$ cat src/hw/rtl/mrhm_pkg.sv
// Shared types, codes and constants of the Modbus RTU read-holding master.
// Depends on nothing; imported by mrhm_front, mrhm_queue, mrhm_back and the top level.
package mrhm_pkg;

  localparam int REPLY_BUFFER_BYTES = 64;
  localparam int STORE_DEPTH        = 29;
  localparam int WORD_IDX_W         = 5;

  localparam logic [15:0] CRC_INIT          = 16'hFFFF;
  localparam logic [15:0] CRC_POLY          = 16'hA001;
  localparam logic [7:0]  FUNC_READ_HOLDING = 8'h03;
  localparam logic [6:0]  REPLY_OVERHEAD    = 7'd5;

  localparam logic [7:0]  RST_SLAVE_ID       = 8'd1;
  localparam logic [15:0] RST_START_REGISTER = 16'd0;
  localparam logic [4:0]  RST_REGISTER_COUNT = 5'd8;
  localparam logic [15:0] RST_TIMEOUT_TICKS  = 16'd1000;

  typedef enum logic [1:0] {
    REG_SLAVE_ID       = 2'd0,
    REG_START_REGISTER = 2'd1,
    REG_REGISTER_COUNT = 2'd2,
    REG_TIMEOUT_TICKS  = 2'd3
  } cfg_reg_t;

  typedef enum logic [1:0] {
    MODE_START = 2'd0,
    MODE_BYTE  = 2'd1,
    MODE_TICK  = 2'd2
  } mode_t;

  typedef enum logic [1:0] {
    KIND_REQUEST = 2'd0,
    KIND_WORD    = 2'd1,
    KIND_STATUS  = 2'd2
  } kind_t;

  typedef enum logic [1:0] {
    ST_OK         = 2'd0,
    ST_TIMEOUT    = 2'd1,
    ST_BAD_HEADER = 2'd2,
    ST_CRC_BAD    = 2'd3
  } status_t;

  typedef enum logic [1:0] {
    CMD_REQUEST = 2'd0,
    CMD_STATUS  = 2'd1,
    CMD_WORDS   = 2'd2
  } cmd_op_t;

  typedef struct packed {
    cmd_op_t               op;
    logic [7:0]            slave;
    logic [15:0]           start;
    logic [WORD_IDX_W-1:0] count;
    logic                  oversize;
    status_t               code;
  } cmd_t;

  typedef struct packed {
    logic burst_done;
  } back_stat_t;

  function automatic logic [15:0] crc_feed(input logic [15:0] crc, input logic [7:0] b);
    logic [15:0] c;
    c = crc ^ {8'h00, b};
    for (int i = 0; i < 8; i++) begin
      c = c[0] ? ((c >> 1) ^ CRC_POLY) : (c >> 1);
    end
    return c;
  endfunction

endpackage

$ cat src/hw/rtl/mrhm_ram.sv
// Generic single-write, single-read RAM with registered read data.
// Depends on nothing.
module mrhm_ram #(
  parameter int WIDTH = 16,
  parameter int DEPTH = 32
) (
  input  logic                                   clk,
  input  logic                                   we,
  input  logic [(DEPTH > 1 ? $clog2(DEPTH) : 1)-1:0] waddr,
  input  logic [WIDTH-1:0]                       wdata,
  input  logic                                   re,
  input  logic [(DEPTH > 1 ? $clog2(DEPTH) : 1)-1:0] raddr,
  output logic [WIDTH-1:0]                       rdata
);

  logic [WIDTH-1:0] mem [DEPTH];

  always_ff @(posedge clk) begin
    if (we) begin
      mem[waddr] <= wdata;
    end
    if (re) begin
      rdata <= mem[raddr];
    end
  end

endmodule

$ cat src/hw/rtl/mrhm_front.sv
// Front part: configuration registers, input acceptance, reply parsing,
// running CRC, timeout and word store writes. Depends on mrhm_pkg.
module mrhm_front import mrhm_pkg::*; (
  input  logic                  clk,
  input  logic                  rst,
  input  logic                  in_valid,
  output logic                  in_ready,
  input  logic [1:0]            mode,
  input  logic [7:0]            rx_byte,
  input  logic                  cfg_valid,
  output logic                  cfg_ready,
  input  logic [1:0]            cfg_index,
  input  logic [15:0]           cfg_data,
  output logic                  q_push,
  output cmd_t                  q_cmd,
  input  logic                  q_full,
  input  back_stat_t            back_stat,
  output logic                  ram_we,
  output logic [WORD_IDX_W-1:0] ram_waddr,
  output logic [15:0]           ram_wdata
);

  logic [7:0]            cfg_slave;
  logic [15:0]           cfg_start;
  logic [WORD_IDX_W-1:0] cfg_count;
  logic [15:0]           cfg_timeout;

  logic                  awaiting, awaiting_next;
  logic [6:0]            bytes_received, bytes_received_next;
  logic [15:0]           elapsed, elapsed_next;
  logic [15:0]           running_crc, running_crc_next;
  logic                  header_bad, header_bad_next;
  logic [7:0]            held_high, held_high_next;
  logic [7:0]            crc_low, crc_low_next;
  logic [7:0]            run_slave, run_slave_next;
  logic [WORD_IDX_W-1:0] run_count, run_count_next;
  logic                  burst_pending, burst_pending_next;

  logic                  accept;
  logic                  oversize;
  logic [6:0]            total;
  logic [7:0]            b_plus2;
  logic [6:0]            off;

  assign cfg_ready = !rst;
  assign in_ready  = !rst && !q_full && !burst_pending;
  assign accept    = in_valid && in_ready;

  assign oversize = (({5'd0, cfg_count, 1'b0} + 11'd5) > 11'(REPLY_BUFFER_BYTES))
                    || (cfg_count > 5'(STORE_DEPTH));
  assign total    = REPLY_OVERHEAD + {1'b0, run_count, 1'b0};
  assign b_plus2  = {1'b0, bytes_received} + 8'd2;
  assign off      = bytes_received - 7'd3;

  assign ram_waddr = off[5:1];
  assign ram_wdata = {held_high, rx_byte};

  always_ff @(posedge clk) begin
    if (rst) begin
      cfg_slave   <= RST_SLAVE_ID;
      cfg_start   <= RST_START_REGISTER;
      cfg_count   <= RST_REGISTER_COUNT;
      cfg_timeout <= RST_TIMEOUT_TICKS;
    end else if (cfg_valid && cfg_ready) begin
      unique case (cfg_reg_t'(cfg_index))
        REG_SLAVE_ID:       cfg_slave   <= cfg_data[7:0];
        REG_START_REGISTER: cfg_start   <= cfg_data;
        REG_REGISTER_COUNT: cfg_count   <= cfg_data[WORD_IDX_W-1:0];
        REG_TIMEOUT_TICKS:  cfg_timeout <= cfg_data;
        default: ;
      endcase
    end
  end

  always_comb begin
    awaiting_next       = awaiting;
    bytes_received_next = bytes_received;
    elapsed_next        = elapsed;
    running_crc_next    = running_crc;
    header_bad_next     = header_bad;
    held_high_next      = held_high;
    crc_low_next        = crc_low;
    run_slave_next      = run_slave;
    run_count_next      = run_count;
    burst_pending_next  = burst_pending && !back_stat.burst_done;
    q_push              = 1'b0;
    q_cmd               = '0;
    ram_we              = 1'b0;

    if (accept) begin
      unique case (mode_t'(mode))
        MODE_START: begin
          q_push              = 1'b1;
          q_cmd.op            = CMD_REQUEST;
          q_cmd.slave         = cfg_slave;
          q_cmd.start         = cfg_start;
          q_cmd.count         = cfg_count;
          q_cmd.oversize      = oversize;
          q_cmd.code          = ST_BAD_HEADER;
          awaiting_next       = !oversize;
          bytes_received_next = '0;
          elapsed_next        = '0;
          running_crc_next    = CRC_INIT;
          header_bad_next     = 1'b0;
          held_high_next      = '0;
          crc_low_next        = '0;
          run_slave_next      = cfg_slave;
          run_count_next      = cfg_count;
        end
        MODE_BYTE: begin
          if (awaiting) begin
            if (b_plus2 < {1'b0, total}) begin
              running_crc_next = crc_feed(running_crc, rx_byte);
              if (bytes_received == 7'd0 && rx_byte != run_slave) begin
                header_bad_next = 1'b1;
              end
              if (bytes_received == 7'd1 && rx_byte != FUNC_READ_HOLDING) begin
                header_bad_next = 1'b1;
              end
              if (bytes_received == 7'd2 && rx_byte != {2'b00, run_count, 1'b0}) begin
                header_bad_next = 1'b1;
              end
              if (bytes_received >= 7'd3) begin
                if (!off[0]) begin
                  held_high_next = rx_byte;
                end else begin
                  ram_we = 1'b1;
                end
              end
              bytes_received_next = bytes_received + 7'd1;
            end else if (b_plus2 == {1'b0, total}) begin
              crc_low_next        = rx_byte;
              bytes_received_next = bytes_received + 7'd1;
            end else begin
              awaiting_next       = 1'b0;
              bytes_received_next = '0;
              q_push              = 1'b1;
              q_cmd.count         = run_count;
              if (header_bad) begin
                q_cmd.op   = CMD_STATUS;
                q_cmd.code = ST_BAD_HEADER;
              end else if ({rx_byte, crc_low} != running_crc) begin
                q_cmd.op   = CMD_STATUS;
                q_cmd.code = ST_CRC_BAD;
              end else begin
                q_cmd.op           = CMD_WORDS;
                q_cmd.code         = ST_OK;
                burst_pending_next = 1'b1;
              end
            end
          end
        end
        MODE_TICK: begin
          if (awaiting) begin
            elapsed_next = (elapsed == 16'hFFFF) ? elapsed : elapsed + 16'd1;
            if (elapsed_next >= cfg_timeout) begin
              awaiting_next       = 1'b0;
              bytes_received_next = '0;
              q_push              = 1'b1;
              q_cmd.op            = CMD_STATUS;
              q_cmd.code          = ST_TIMEOUT;
            end
          end
        end
        default: ;
      endcase
    end
  end

  always_ff @(posedge clk) begin
    if (rst) begin
      awaiting       <= 1'b0;
      bytes_received <= '0;
      elapsed        <= '0;
      running_crc    <= CRC_INIT;
      header_bad     <= 1'b0;
      held_high      <= '0;
      crc_low        <= '0;
      run_slave      <= RST_SLAVE_ID;
      run_count      <= RST_REGISTER_COUNT;
      burst_pending  <= 1'b0;
    end else begin
      awaiting       <= awaiting_next;
      bytes_received <= bytes_received_next;
      elapsed        <= elapsed_next;
      running_crc    <= running_crc_next;
      header_bad     <= header_bad_next;
      held_high      <= held_high_next;
      crc_low        <= crc_low_next;
      run_slave      <= run_slave_next;
      run_count      <= run_count_next;
      burst_pending  <= burst_pending_next;
    end
  end

endmodule

$ cat src/hw/rtl/mrhm_queue.sv
// Two-entry command queue between the front and back parts.
// Depends on mrhm_pkg.
module mrhm_queue import mrhm_pkg::*; (
  input  logic clk,
  input  logic rst,
  input  logic push,
  input  cmd_t push_cmd,
  output logic full,
  input  logic pop,
  output cmd_t pop_cmd,
  output logic empty
);

  cmd_t       slot [2];
  logic       wr_ptr, rd_ptr;
  logic [1:0] cnt;

  assign full    = (cnt == 2'd2);
  assign empty   = (cnt == 2'd0);
  assign pop_cmd = slot[rd_ptr];

  always_ff @(posedge clk) begin
    if (push && !full) begin
      slot[wr_ptr] <= push_cmd;
    end
  end

  always_ff @(posedge clk) begin
    if (rst) begin
      wr_ptr <= 1'b0;
      rd_ptr <= 1'b0;
      cnt    <= '0;
    end else begin
      if (push && !full) begin
        wr_ptr <= !wr_ptr;
      end
      if (pop && !empty) begin
        rd_ptr <= !rd_ptr;
      end
      cnt <= cnt + {1'b0, push && !full} - {1'b0, pop && !empty};
    end
  end

endmodule

$ cat src/hw/rtl/mrhm_back.sv
// Back part: takes commands from the queue and emits request bytes,
// register words from the word store, and status results. Depends on mrhm_pkg.
module mrhm_back import mrhm_pkg::*; (
  input  logic                  clk,
  input  logic                  rst,
  input  logic                  q_empty,
  input  cmd_t                  q_cmd,
  output logic                  q_pop,
  output back_stat_t            back_stat,
  output logic                  ram_re,
  output logic [WORD_IDX_W-1:0] ram_raddr,
  input  logic [15:0]           ram_rdata,
  output logic                  out_valid,
  input  logic                  out_ready,
  output logic [1:0]            kind,
  output logic [15:0]           data,
  output logic [WORD_IDX_W-1:0] word_index,
  output logic [1:0]            status,
  output logic                  last
);

  typedef enum logic [4:0] {
    B_IDLE = 5'b00001,
    B_REQ  = 5'b00010,
    B_READ = 5'b00100,
    B_WORD = 5'b01000,
    B_STAT = 5'b10000
  } back_state_t;

  back_state_t           state, state_next;
  cmd_t                  cur, cur_next;
  logic [2:0]            req_idx, req_idx_next;
  logic [15:0]           crc, crc_next;
  logic [WORD_IDX_W-1:0] widx, widx_next;
  status_t               code, code_next;

  logic                  o_valid, o_valid_next;
  kind_t                 o_kind, o_kind_next;
  logic [15:0]           o_data, o_data_next;
  logic [WORD_IDX_W-1:0] o_index, o_index_next;
  status_t               o_status, o_status_next;
  logic                  o_last, o_last_next;

  logic                  out_free;
  logic [7:0]            req_byte;

  assign out_free  = !o_valid || out_ready;
  assign ram_raddr = widx;

  always_comb begin
    unique case (req_idx)
      3'd0: req_byte = cur.slave;
      3'd1: req_byte = FUNC_READ_HOLDING;
      3'd2: req_byte = cur.start[15:8];
      3'd3: req_byte = cur.start[7:0];
      3'd4: req_byte = 8'h00;
      3'd5: req_byte = {3'b000, cur.count};
      3'd6: req_byte = crc[7:0];
      3'd7: req_byte = crc[15:8];
      default: req_byte = 8'h00;
    endcase
  end

  always_comb begin
    state_next    = state;
    cur_next      = cur;
    req_idx_next  = req_idx;
    crc_next      = crc;
    widx_next     = widx;
    code_next     = code;
    o_valid_next  = o_valid && !out_ready;
    o_kind_next   = o_kind;
    o_data_next   = o_data;
    o_index_next  = o_index;
    o_status_next = o_status;
    o_last_next   = o_last;
    q_pop         = 1'b0;
    ram_re        = 1'b0;
    back_stat     = '0;

    unique case (state)
      B_IDLE: begin
        if (!q_empty) begin
          q_pop     = 1'b1;
          cur_next  = q_cmd;
          code_next = q_cmd.code;
          widx_next = '0;
          unique case (q_cmd.op)
            CMD_REQUEST: begin
              req_idx_next = '0;
              crc_next     = CRC_INIT;
              state_next   = B_REQ;
            end
            CMD_WORDS: begin
              if (q_cmd.count == '0) begin
                back_stat.burst_done = 1'b1;
                state_next           = B_STAT;
              end else begin
                state_next = B_READ;
              end
            end
            default: state_next = B_STAT;
          endcase
        end
      end
      B_REQ: begin
        if (out_free) begin
          o_valid_next  = 1'b1;
          o_kind_next   = KIND_REQUEST;
          o_data_next   = {8'h00, req_byte};
          o_index_next  = '0;
          o_status_next = ST_OK;
          o_last_next   = (req_idx == 3'd7) && !cur.oversize;
          if (req_idx < 3'd6) begin
            crc_next = crc_feed(crc, req_byte);
          end
          req_idx_next = req_idx + 3'd1;
          if (req_idx == 3'd7) begin
            state_next = cur.oversize ? B_STAT : B_IDLE;
          end
        end
      end
      B_READ: begin
        ram_re     = 1'b1;
        state_next = B_WORD;
      end
      B_WORD: begin
        if (out_free) begin
          o_valid_next  = 1'b1;
          o_kind_next   = KIND_WORD;
          o_data_next   = ram_rdata;
          o_index_next  = widx;
          o_status_next = ST_OK;
          o_last_next   = 1'b0;
          if (widx == cur.count - 5'd1) begin
            back_stat.burst_done = 1'b1;
            state_next           = B_STAT;
          end else begin
            widx_next  = widx + 5'd1;
            state_next = B_READ;
          end
        end
      end
      B_STAT: begin
        if (out_free) begin
          o_valid_next  = 1'b1;
          o_kind_next   = KIND_STATUS;
          o_data_next   = '0;
          o_index_next  = '0;
          o_status_next = code;
          o_last_next   = 1'b1;
          state_next    = B_IDLE;
        end
      end
      default: state_next = B_IDLE;
    endcase
  end

  always_ff @(posedge clk) begin
    if (rst) begin
      state   <= B_IDLE;
      o_valid <= 1'b0;
    end else begin
      state   <= state_next;
      o_valid <= o_valid_next;
    end
  end

  always_ff @(posedge clk) begin
    cur      <= cur_next;
    req_idx  <= req_idx_next;
    crc      <= crc_next;
    widx     <= widx_next;
    code     <= code_next;
    o_kind   <= o_kind_next;
    o_data   <= o_data_next;
    o_index  <= o_index_next;
    o_status <= o_status_next;
    o_last   <= o_last_next;
  end

  assign out_valid  = o_valid;
  assign kind       = o_kind;
  assign data       = o_data;
  assign word_index = o_index;
  assign status     = o_status;
  assign last       = o_last;

endmodule

$ cat src/hw/rtl/modbus_rtu_read_holding_master.sv
// Top level of the Modbus RTU read-holding-registers master.
// Depends on mrhm_pkg, mrhm_ram, mrhm_front, mrhm_queue and mrhm_back.
//
// Input channel (in_valid/in_ready, mode, rx_byte): a start item sends a request,
// a byte item carries one received reply byte, a tick item advances the timeout.
// Output channel (out_valid/out_ready): request bytes, register words and status;
// last marks the final result caused by one input item.
// Configuration channel (cfg_valid/cfg_ready, cfg_index, cfg_data) is ready outside reset.
// The front takes one input item per cycle while the two-entry command queue has
// room and no word burst is pending; parsing, CRC and timeout are done in that cycle.
// The back drains the queue: the eight request bytes go out one per cycle while the
// output is not stalled, a status leaves through the B_STAT state, and each register
// word passes through B_READ and B_WORD for the registered store read. Input is held
// off from a good reply's final byte until the last word reaches the output register.
// A stalled receiver holds the output register; the queue then fills and input
// stalls. Reset clears the control state and loads the register defaults
// (slave 1, start 0, count 8, timeout 1000); the word store is not cleared.
module modbus_rtu_read_holding_master import mrhm_pkg::*; (
  input  logic                  clk,
  input  logic                  rst,
  input  logic                  in_valid,
  output logic                  in_ready,
  input  logic [1:0]            mode,
  input  logic [7:0]            rx_byte,
  output logic                  out_valid,
  input  logic                  out_ready,
  output logic [1:0]            kind,
  output logic [15:0]           data,
  output logic [WORD_IDX_W-1:0] word_index,
  output logic [1:0]            status,
  output logic                  last,
  input  logic                  cfg_valid,
  output logic                  cfg_ready,
  input  logic [1:0]            cfg_index,
  input  logic [15:0]           cfg_data
);

  logic                  q_push, q_full, q_pop, q_empty;
  cmd_t                  q_in, q_out;
  back_stat_t            back_stat;
  logic                  ram_we, ram_re;
  logic [WORD_IDX_W-1:0] ram_waddr, ram_raddr;
  logic [15:0]           ram_wdata, ram_rdata;

  mrhm_front u_front (
    .clk       (clk),
    .rst       (rst),
    .in_valid  (in_valid),
    .in_ready  (in_ready),
    .mode      (mode),
    .rx_byte   (rx_byte),
    .cfg_valid (cfg_valid),
    .cfg_ready (cfg_ready),
    .cfg_index (cfg_index),
    .cfg_data  (cfg_data),
    .q_push    (q_push),
    .q_cmd     (q_in),
    .q_full    (q_full),
    .back_stat (back_stat),
    .ram_we    (ram_we),
    .ram_waddr (ram_waddr),
    .ram_wdata (ram_wdata)
  );

  mrhm_queue u_queue (
    .clk      (clk),
    .rst      (rst),
    .push     (q_push),
    .push_cmd (q_in),
    .full     (q_full),
    .pop      (q_pop),
    .pop_cmd  (q_out),
    .empty    (q_empty)
  );

  mrhm_ram #(
    .WIDTH (16),
    .DEPTH (STORE_DEPTH)
  ) u_word_store (
    .clk   (clk),
    .we    (ram_we),
    .waddr (ram_waddr),
    .wdata (ram_wdata),
    .re    (ram_re),
    .raddr (ram_raddr),
    .rdata (ram_rdata)
  );

  mrhm_back u_back (
    .clk        (clk),
    .rst        (rst),
    .q_empty    (q_empty),
    .q_cmd      (q_out),
    .q_pop      (q_pop),
    .back_stat  (back_stat),
    .ram_re     (ram_re),
    .ram_raddr  (ram_raddr),
    .ram_rdata  (ram_rdata),
    .out_valid  (out_valid),
    .out_ready  (out_ready),
    .kind       (kind),
    .data       (data),
    .word_index (word_index),
    .status     (status),
    .last       (last)
  );

endmodule
$ cat config.mk
export PLATFORM = sky130hd
export DESIGN_NAME = modbus_rtu_read_holding_master
export DESIGN_NICKNAME = d
export VERILOG_FILES = /design/src/hw/rtl/mrhm_pkg.sv /design/src/hw/rtl/mrhm_ram.sv /design/src/hw/rtl/mrhm_front.sv /design/src/hw/rtl/mrhm_queue.sv /design/src/hw/rtl/mrhm_back.sv /design/src/hw/rtl/modbus_rtu_read_holding_master.sv
export SDC_FILE = /design/constraint.sdc
export NUM_CORES = 1
export LEC_CHECK = 0
export BUFFER_PORTS_ARGS = -buffer_cell sky130_fd_sc_hd__buf_2
export CAP_MARGIN = 0
export CORE_ASPECT_RATIO = 1.2
export CORE_UTILIZATION = 63
export DETAILED_ROUTE_END_ITERATION = 10
export HOLD_SLACK_MARGIN = 0.1
export PLACE_DENSITY = 0.89
export SLEW_MARGIN = 30
export SYNTH_ARGS = -nofsm -noshare
export SYNTH_HDL_FRONTEND = slang
export SYNTH_HIERARCHICAL = 1
export SYNTH_SLANG_ARGS = --single-unit
$ cat constraint.sdc
create_clock -name clk -period 5.8 [get_ports clk]
set_input_delay 0 -clock clk [delete_from_list [all_inputs] [get_ports clk]]
set_output_delay 0 -clock clk [all_outputs]
set_load 0.05 [all_outputs]
Yosys cells after proc, flatten, opt, wreduce, memory -nomap -nowiden
Memory sizes are Yosys's and may differ from the RTL's. A register that Yosys moved wholly into a read port is not among the register bits.
Cells that the tools add are included.
- register bits: 208
- RAM bits: 532
- bits of input ports: 33
- output and inout bits: 29
- logic and storage cells: 328
- memories kept: 2
- memories (name ; depth ; width ; read ports ; clocked after memory_dff ; wr ports ; RTL line ; source):
    u_word_store.mem ; 29 ; 16 ; 1 ; 1 ; 1 ; mrhm_ram.sv:16 ; logic [WIDTH-1:0] mem [DEPTH];
    u_queue.slot ; 2 ; 34 ; 1 ; 1 ; 1 ; mrhm_queue.sv:14 ; cmd_t slot [2];
- add/sub/neg operators: 11
- order comparisons: 6
- eq/ne operators: 47
- muxes and demuxes: 148
- bitwise logic cells: 19
- reductions and logical operators: 63
- operator list (operator ; count):
    $mux W16 ; 27
    $pmux W16 S2 ; 3
    $mux W5 ; 16
    $pmux W8 S8 ; 1
    $mux W8 ; 7
    $mux W1 ; 50
    $not A2 Y3 ; 16
    $pmux W16 S3 ; 1
    $pmux W5 S2 ; 4
    $mux W7 ; 5
    $mux W34 ; 1
    $pmux W8 S2 ; 2
    $xor A16 B8 Y16 ; 2
    $mux W2 ; 15
    $ne A2 B1 Y1 const B ; 13
    $pmux W5 S5 ; 1
    $reduce_and A5 Y1 ; 5
    $mux W24 ; 1
    $pmux W7 S3 ; 1
    $add A16 B1 Y16 const B ; 1
    $eq A16 B16 Y1 const B ; 1
    $ge A16 B16 Y1 ; 1
    $ne A16 B16 Y1 ; 1
    $reduce_and A4 Y1 ; 4
    55 further kinds ; 115

Logic depth before layout (Yosys ltp)
Gate-level depths: netlist (run 1).
- word-level depth: 22
- mapped depth: 22
- gate-level depth less buffers: 22

Hierarchy
The synthesis (run 1) kept the hierarchy.
- modules (own cells, without submodules) (module ; instances ; cells each ; area an instance (µm²) ; sequential area each (µm²)):
    mrhm_ram ; 1 ; 869 ; 18425.2 ; 14413.8
    mrhm_front ; 1 ; 813 ; 6561.3 ; 2322.2
    mrhm_back ; 1 ; 328 ; 4144.0 ; 2582.5
    mrhm_queue ; 1 ; 133 ; 2686.3 ; 2142.1

Worst setup path before layout (run 1)
OpenSTA, ideal clock, no wires.
- kind: register to register
- start point: register u_front.elapsed[7]
- end point: memory u_queue/slot[0][0] (netlist bit), enable pin
- library setup time: 0.389 ns
- arrival time: 4.047 ns
- data required time: 5.411 ns
- setup slack: 1.364 ns
- cell stages (with the launch flop): 18
- buffers on the path: 2
- clock period less this slack: 4.436 ns
- cell sequence: dfxtp_1 -> clkbuf_1 -> and4_1 -> and3_1 -> nand3_1 -> clkbuf_1 -> nand2b_1 -> nor2_1 -> xor2_1 -> ha_1 -> nand2_1 -> a2111oi_0 -> a211o_1 -> nand3_1 -> a21oi_1 -> inv_1 -> or3_1 -> inv_1
- word-level cells in the longest chain between the ends: 10
- elaborated cells on any way between the ends: 11
- those cells by class: add/sub: 1; order compare: 1; eq/ne: 1; mux: 7; reduce/logical: 1
- ends and longest elaborated chain (what ; RTL line ; source):
    start: declaration ; mrhm_front.sv:30 ; logic [15:0] elapsed, elapsed_next;
    start signal: assignment ; mrhm_front.sv:185 ; elapsed <= elapsed_next;
    $add A16 B1 Y16 or $eq A16 B16 Y1 (tied branches) ; mrhm_front.sv:155 ; elapsed_next = (elapsed == 16'hFFFF) ? elapsed : elapsed + 16'd1;
    $mux W16 * ; mrhm_front.sv:155 ;
    $ge A16 B16 Y1 * ; mrhm_front.sv:156 ; if (elapsed_next >= cfg_timeout) begin
    $mux W1 * ; mrhm_front.sv:156 ;
    $mux W1 * ; mrhm_front.sv:154 ; if (awaiting) begin
    $pmux W1 S3 * ; mrhm_front.sv:91 ; unique case (mode_t'(mode))
    $mux W1 * ; mrhm_front.sv:90 ; if (accept) begin
    net q_push ; modbus_rtu_read_holding_master.sv:38 ; logic q_push, q_full, q_pop, q_empty;
    $logic_and A1 B1 Y1 * ; mrhm_queue.sv:23 ; if (push && !full) begin
    $mux W1 * ; mrhm_queue.sv:23 ;
    $mux W1 (implied by the code) * ; mrhm_queue.sv:24 ; slot[wr_ptr] <= push_cmd;
    end: declaration ; mrhm_queue.sv:14 ;
The timed path passes the listed nets; every way through them passes the cells marked *.

Worst setup path after layout (run 1)
- start point: register u_front.elapsed[0]
- end point: memory u_queue/slot[0][9] (netlist bit), enable pin
The elaborated chain is that of the path after synthesis.

==> results of run 1 <==
-- routing by layer --
| metal | vias to the layer above | wire [um] | GRT usage [%] |
|---|---|---|---|
| li1 | 8327 | - | - |
| met1 | 9752 | 27400 | 37.4 |
| met2 | 1497 | 38900 | 52.4 |
| met3 | 334 | 7710 | 4.74 |
| met4 | 2 | 5400 | 19.4 |
| met5 | - | 10 | 0 |
-- cells by family after synthesis --
| logic type | synth area share [%] |
|---|---|
| xor gates and xnor gates | 3.05 |
| AOI/OAI and AO/OA | 7.23 |
| DFF | 67.5 |
| and+or+nand+nor | 7.56 |
| adders and majority gates | 1.69 |
| buffers and inverters | 2.86 |
| muxes | 10.2 |
-- critical path: stages (launching register included) --
cell and delay [ns]:
dfxtp_1 0.47, ha_1 0.22, nand3_1 0.16, nor2_1 0.29, nand3_1 0.46, and2_1 0.32, nand3_1 0.15, xnor2_1 0.09
ha_1 0.30, nand4_1 0.13, a2111oi_0 0.57, a211o_1 0.27, nand3_1 0.13, a21oi_1 0.28, inv_1 0.09, or3_1 0.39
inv_1 0.15, buf_4 0.39
-- registers in the layout (all words and copies together), names as in the netlist, 8 cells and up, named ones only --
name	cells
u_word_store/mem	464
u_front/cfg_start	16
u_queue/slot	68
u_back/data	16
u_front/cfg_slave	8
u_front/crc_low	8
u_front/cfg_timeout	16
u_word_store/rdata	16
u_back/crc	16
u_front/running_crc	16
u_front/elapsed	16
u_back/cur	30
u_front/held_high	8
u_front/run_slave	8
-- worst max-delay path by stage --
stage                                     from                            end  cells past startpoint
2_1_floorplan  u_front/elapsed[7]$_SDFFE_PP0P_   u_queue/slot[0][0]$_DFFE_PP_                     17
3_3_place_gp   u_front/elapsed[0]$_SDFFE_PP0P_  u_queue/slot[0][14]$_DFFE_PP_                     17
3_5_place_dp   u_front/elapsed[0]$_SDFFE_PP0P_  u_queue/slot[0][21]$_DFFE_PP_                     17
4_1_cts        u_front/elapsed[0]$_SDFFE_PP0P_   u_queue/slot[0][9]$_DFFE_PP_                     17
5_1_grt        u_front/elapsed[0]$_SDFFE_PP0P_  u_queue/slot[0][24]$_DFFE_PP_                     17
6_report       u_front/elapsed[0]$_SDFFE_PP0P_   u_queue/slot[0][9]$_DFFE_PP_                     17
-- layout make-up --
cell class	count	area, sq um	area share (%)
Multi-Input combinational cell	1205	9470	26.8
Clock buffer	90	1880	5.32
Timing Repair Buffer	146	1060	3.01
Clock inverter	40	404	1.15
Tap cell	637	797	2.26
Sequential cell	757	21500	60.8
Inverter	55	206	0.585
Antenna cell	1	2.50	0.00709
-- stage by stage --
step                      area (sq um)  utilization, %  instances
after floorplan                  31800               -       2143
after global placement           32600            65.8       2763
after detailed placement         32600            65.8       2763
after CTS                        35300            71.2       2930
after global routing             35300            71.2       2931
final                            35300            71.2       2931
-- power groups by stage --
stage          combinational [W]  sequential [W]  clock [W]
5_1_grt                 0.000820         0.00591    0.00484
2_1_floorplan           0.000546         0.00601          0
3_3_place_gp            0.000711         0.00603          0
6_report                0.000793         0.00592    0.00460
4_1_cts                 0.000767         0.00591    0.00464
3_5_place_dp            0.000735         0.00603          0
-- what timing repair did --
action / 4_1_cts / 5_1_grt
endpoints found under the hold margin: 184 / 0
endpoints found under the setup margin: 0 / 0
hold buffers: 37 / 0
-- cells in the final DEF (no fill, tap or decap), types with 12 or more instances in the layout --
master and instances:
mux4_2 58, dlygate4sd3_1 37, mux2_2 39, o211ai_1 12, edfxtp_1 630, xnor2_1 62
mux2i_1 91, clkbuf_1 17, and2_1 25, a22o_1 29, clkbuf_16 72, nand2b_1 12
o21ai_0 49, mux4_1 22, nor3_1 13, o22ai_1 18, and3_1 23, nor2b_1 12
nand4_1 14, inv_1 53, a22oi_1 41, a211oi_1 35, nand2_1 179, nand3_1 33
nor2_1 124, xor2_1 38, a21oi_1 98, buf_4 47, buf_2 60, dfxtp_1 119
ha_1 43, clkinv_1 13
==> results.ini, run 1 <==
[grt]
antenna_found_initial = 2
grt_overflow_total = 0
first_global_vias = 19700
grt_first_pass_wirelength_mm = 118
grt_usage_pct = 30.8
grt_max_degree = 105

[clock_network]
clk_pin_slew_ns = 0.06
clock_sinks = 757
cts.htree.levels = 3
clockRootBuffer = clkbuf_16
cts_buffers = 71
post_cts_buffers = 0
clk_latency_ns = 0.61
cts_resized = 0
cts.path.max_buffers = 3
cts_tree = built

[critical_path]
rr_worst_depth = 17
worst_r2r_endpoint = u_queue/slot[0][9]$_DFFE_PP_
crit_path_start_kind = flop
required_ns = 6.06
path_class = reg2reg
r2r_start = u_front/elapsed[0]$_SDFFE_PP0P_
critPathMaxFanout = 31
worstPathArrival_ns = 5.48
end_kind = flop
rrSetupSlack_ns = 0.58

[synth]
synth.most_common_cell = edfxtp_1
yosysSeqAreaShare_pct = 67.5
synth_seq_cells = 757
yosys.area.top_type = edfxtp_1
synth.top_cell.area_share_pct = 59.5
synthCells = 2143
synth_flop_cell = edfxtp_1
yosysWarnings = 6
synthArstFlopShare_pct = 0
yosysUniqueCellTypes = 84
avgSynthCellArea_sq_um = 14.8
synth_commonest_cells = 630 x edfxtp_1, 179 x nand2_1, 127 x dfxtp_1
yosys-top-cells-area = edfxtp_1 59%, dfxtp_1 8.0%, mux4_2 4.1%
synth_edf_count = 630
synthesis.area_sq_um = 31800
syn_nets = 2219

[floorplanning]
chipWidth_um = 207
boundaryPins = 62
die_y_um = 248
initial_core_util_pct = 64.2
die_area_sq_um = 51400
design.core.area_sq_um = 49600
rows = 89

[sta]
finalSetupViolations = 0
worst_pin_slew_ns = 1.02
final_hold_viol_count = 0
finalWorstSetupSlack_ns = 0.582
rsz0062_at_grt = false
setup-tns-final_ns = 0
whs_ns = 0.138
finalMaxSlewViolations = 0
clock.fmax_ghz = 0.192
relSlewSlack_pct = 32.3
finalCritPeriodShare_pct = 90.0
skew_ns = 0.0228
period_minus_slack_ns = 5.22

[route]
final_antenna_net_count = 0
first_pass_iters = 8
avgRoutedWirePerCell_um = 27.1
via_per_inst = 6.79
vias = 19900
routed_wl_mm = 79.4
drt_iter0_markers = 2737
remaining_drc_errors = 0

[min_path]
min_to = u_word_store/mem[11][6]$_DFFE_PP_
min_from = rx_byte[6]
min_path_cells = 1
min-delay-path-class = in2reg

[place]
port-buffer-count = 61
hpwl_mm = 46.2
place.gp.congestion = 0.864
pre_cts_ws_ns = 0.841

[power_and_ir_drop]
p_seq_share_pct = 52.3
p_leak_nw = 11.8
pwr-share-clk_pct = 40.7
power_w = 0.0113
pwr-share-comb_pct = 7.0
ir_drop_uv = 269
p_sw_share_pct = 22.4
p_int_w = 0.00878
p_per_area_nw_per_um2 = 320
p_sw_w = 0.00253

[cells_and_area]
fill_cells = 2775
nets = 2312
syn_to_final_growth_pct = 10.9
drive_gt1_share_pct = 15.1

[run_status]
status = finished, final reports clean

[job]
cap_violations = 0

No activity file was read; power rests on OpenSTA's default activity.
==> run 2: changes to the inputs <==
- BUFFER_PORTS_ARGS: -buffer_cell sky130_fd_sc_hd__buf_2 -> unset
- CORE_UTILIZATION: 63 -> 55
- DONT_BUFFER_PORTS: unset -> 1
- PLACE_DENSITY: 0.89 -> 0.79
==> results.ini, run 2 (synthesis gave the netlist of run 1 again) <==
[clock_network]
clk_pin_slew_ns = 0.06
cts.htree.levels = 3
clock_sinks = 757
cts_buffers = 73
cts.path.max_buffers = 3
clockRootBuffer = clkbuf_16
clk_latency_ns = 0.62
post_cts_buffers = 0
cts_tree = built

[critical_path]
critPathMaxFanout = 34
rr_worst_depth = 17
r2r_start = u_front/elapsed[0]$_SDFFE_PP0P_
worstPathArrival_ns = 5.43
path_class = reg2reg
crit_path_start_kind = flop
cp-startpoint = u_front/elapsed[0]$_SDFFE_PP0P_
end_kind = flop
required_ns = 6.06
rrSetupSlack_ns = 0.64

[route]
routed_wl_mm = 73.8
first_pass_iters = 7
final_antenna_net_count = 0
drt_iter0_markers = 1922
via_per_inst = 6.30
remaining_drc_errors = 0
vias = 18900
avgRoutedWirePerCell_um = 24.6

[grt]
first_global_vias = 18900
grt_usage_pct = 25.1
grt_first_pass_wirelength_mm = 112
grt_max_degree = 100
grt_overflow_total = 0
antenna_found_initial = 0

[cells_and_area]
utilization_pct = 62.3
fill_cells = 3975
nets = 2290
multi_input_area_sq_um = 9480
top_register = u_word_store/mem
syn_to_final_growth_pct = 11.9
mostFrequentLayoutCells = 630 x edfxtp_1, 179 x nand2_1, 122 x nor2_1, 119 x dfxtp_1, 98 x a21oi_1
drive_gt1_share_pct = 13.4
antennaDiodeCount = 0
largest_register_ffs = 464
seq_area_sq_um = 21500
reg_top3 = u_word_store/mem: 464 flops, u_queue/slot: 68 flops, u_back/cur: 30 flops
final_area_sq_um = 35600
final_common_cell = edfxtp_1

[place]
port-buffer-count = 0
place.gp.congestion = 0.894
placed_cell_area_sq_um = 32400
hpwl_mm = 43.8

[floorplanning]
die_y_um = 265
chipWidth_um = 222
design.core.area_sq_um = 57200
initial_core_util_pct = 55.6
rows = 96
boundaryPins = 62
die_area_sq_um = 58800

[sta]
worst_pin_slew_ns = 1.07
setup-tns-final_ns = 0
whs_ns = 0.118
finalCritPeriodShare_pct = 89.0
relSlewSlack_pct = 28.5
clock.fmax_ghz = 0.194
final_hold_viol_count = 0
period_minus_slack_ns = 5.16
rsz0062_at_grt = false
finalMaxSlewViolations = 0
skew_ns = 0.0296
finalSetupViolations = 0

[run_status]
status = finished, final reports clean

[job]
cap_violations = 0

[min_path]
min_from = rst
min_path_cells = 1
min-delay-path-class = in2out

[power_and_ir_drop]
p_per_area_nw_per_um2 = 318
ir_drop_uv = 217
p_leak_nw = 11.8

run 2: changes by cell type in the layout (fill, tap and decap cells not counted), moves of 3 or more:
cell	change
buf_2	-60
dlygate4sd3_1	+28
buf_12	+8
clkinv_1	-5
clkinv_2	+4
clkbuf_1	-3
run 2: final cells by class:
cell class,instances,area share [%]
Sequential cell,757,60.3
Clock inverter,40,1.08
Timing Repair Buffer,122,3.44
Clock buffer,90,5.42
Multi-Input combinational cell,1205,26.6
Tap cell,735,2.58
Inverter,55,0.580
run 2: final timing paths:
path                                                           to
worst max-delay path                u_queue/slot[0][22]$_DFFE_PP_
worst min-delay path                                     in_ready
worst max register to register      u_queue/slot[0][22]$_DFFE_PP_
worst min register to register  u_front/cfg_start[0]$_SDFFE_PP0P_
run 2: per-stage QoR:
step           cells  worst slack (ns)  power [W]
4_1_cts         3004             0.703     0.0114
3_3_place_gp    2800             0.854    0.00667
3_5_place_dp    2800             0.722    0.00669
2_1_floorplan   2143              1.36    0.00656
5_1_grt         3004             0.346     0.0116
6_report        3004             0.637     0.0113
run 2: power breakdown:
part           leakage [nW]  internal (W)  switching (W)
Combinational          4.21      0.000315       0.000456
Sequential             6.45       0.00588      0.0000359
Clock                  1.13       0.00261        0.00201
run 2: what timing repair did:
action,4_1_cts,5_1_grt
endpoints found under the hold margin,406,0
gates resized for setup,0,0
hold buffers,74,0
run 2: layer usage:
| metal | vias to the layer above | track usage, % | share of wire (%) |
|---|---|---|---|
| met5 | - | 0 | 0 |
| met4 | 0 | 11.6 | 4.3 |
| met3 | 177 | 4.20 | 8.1 |
| met2 | 1013 | 42.2 | 49 |
| met1 | 9442 | 31.9 | 38 |
| li1 | 8301 | - | - |
run 2: critical path, stage by stage, from the launching register on:
cell	delay, ns
dfxtp_1	0.42
ha_1	0.20
nand3_1	0.15
nor2_1	0.29
nand3_1	0.47
and2_1	0.32
nand3_1	0.14
xnor2_1	0.09
ha_1	0.31
nand4_1	0.13
a2111oi_0	0.64
a211o_1	0.26
nand3_1	0.14
a21oi_1	0.27
inv_1	0.08
or3_1	0.39
inv_1	0.08
buf_4	0.38
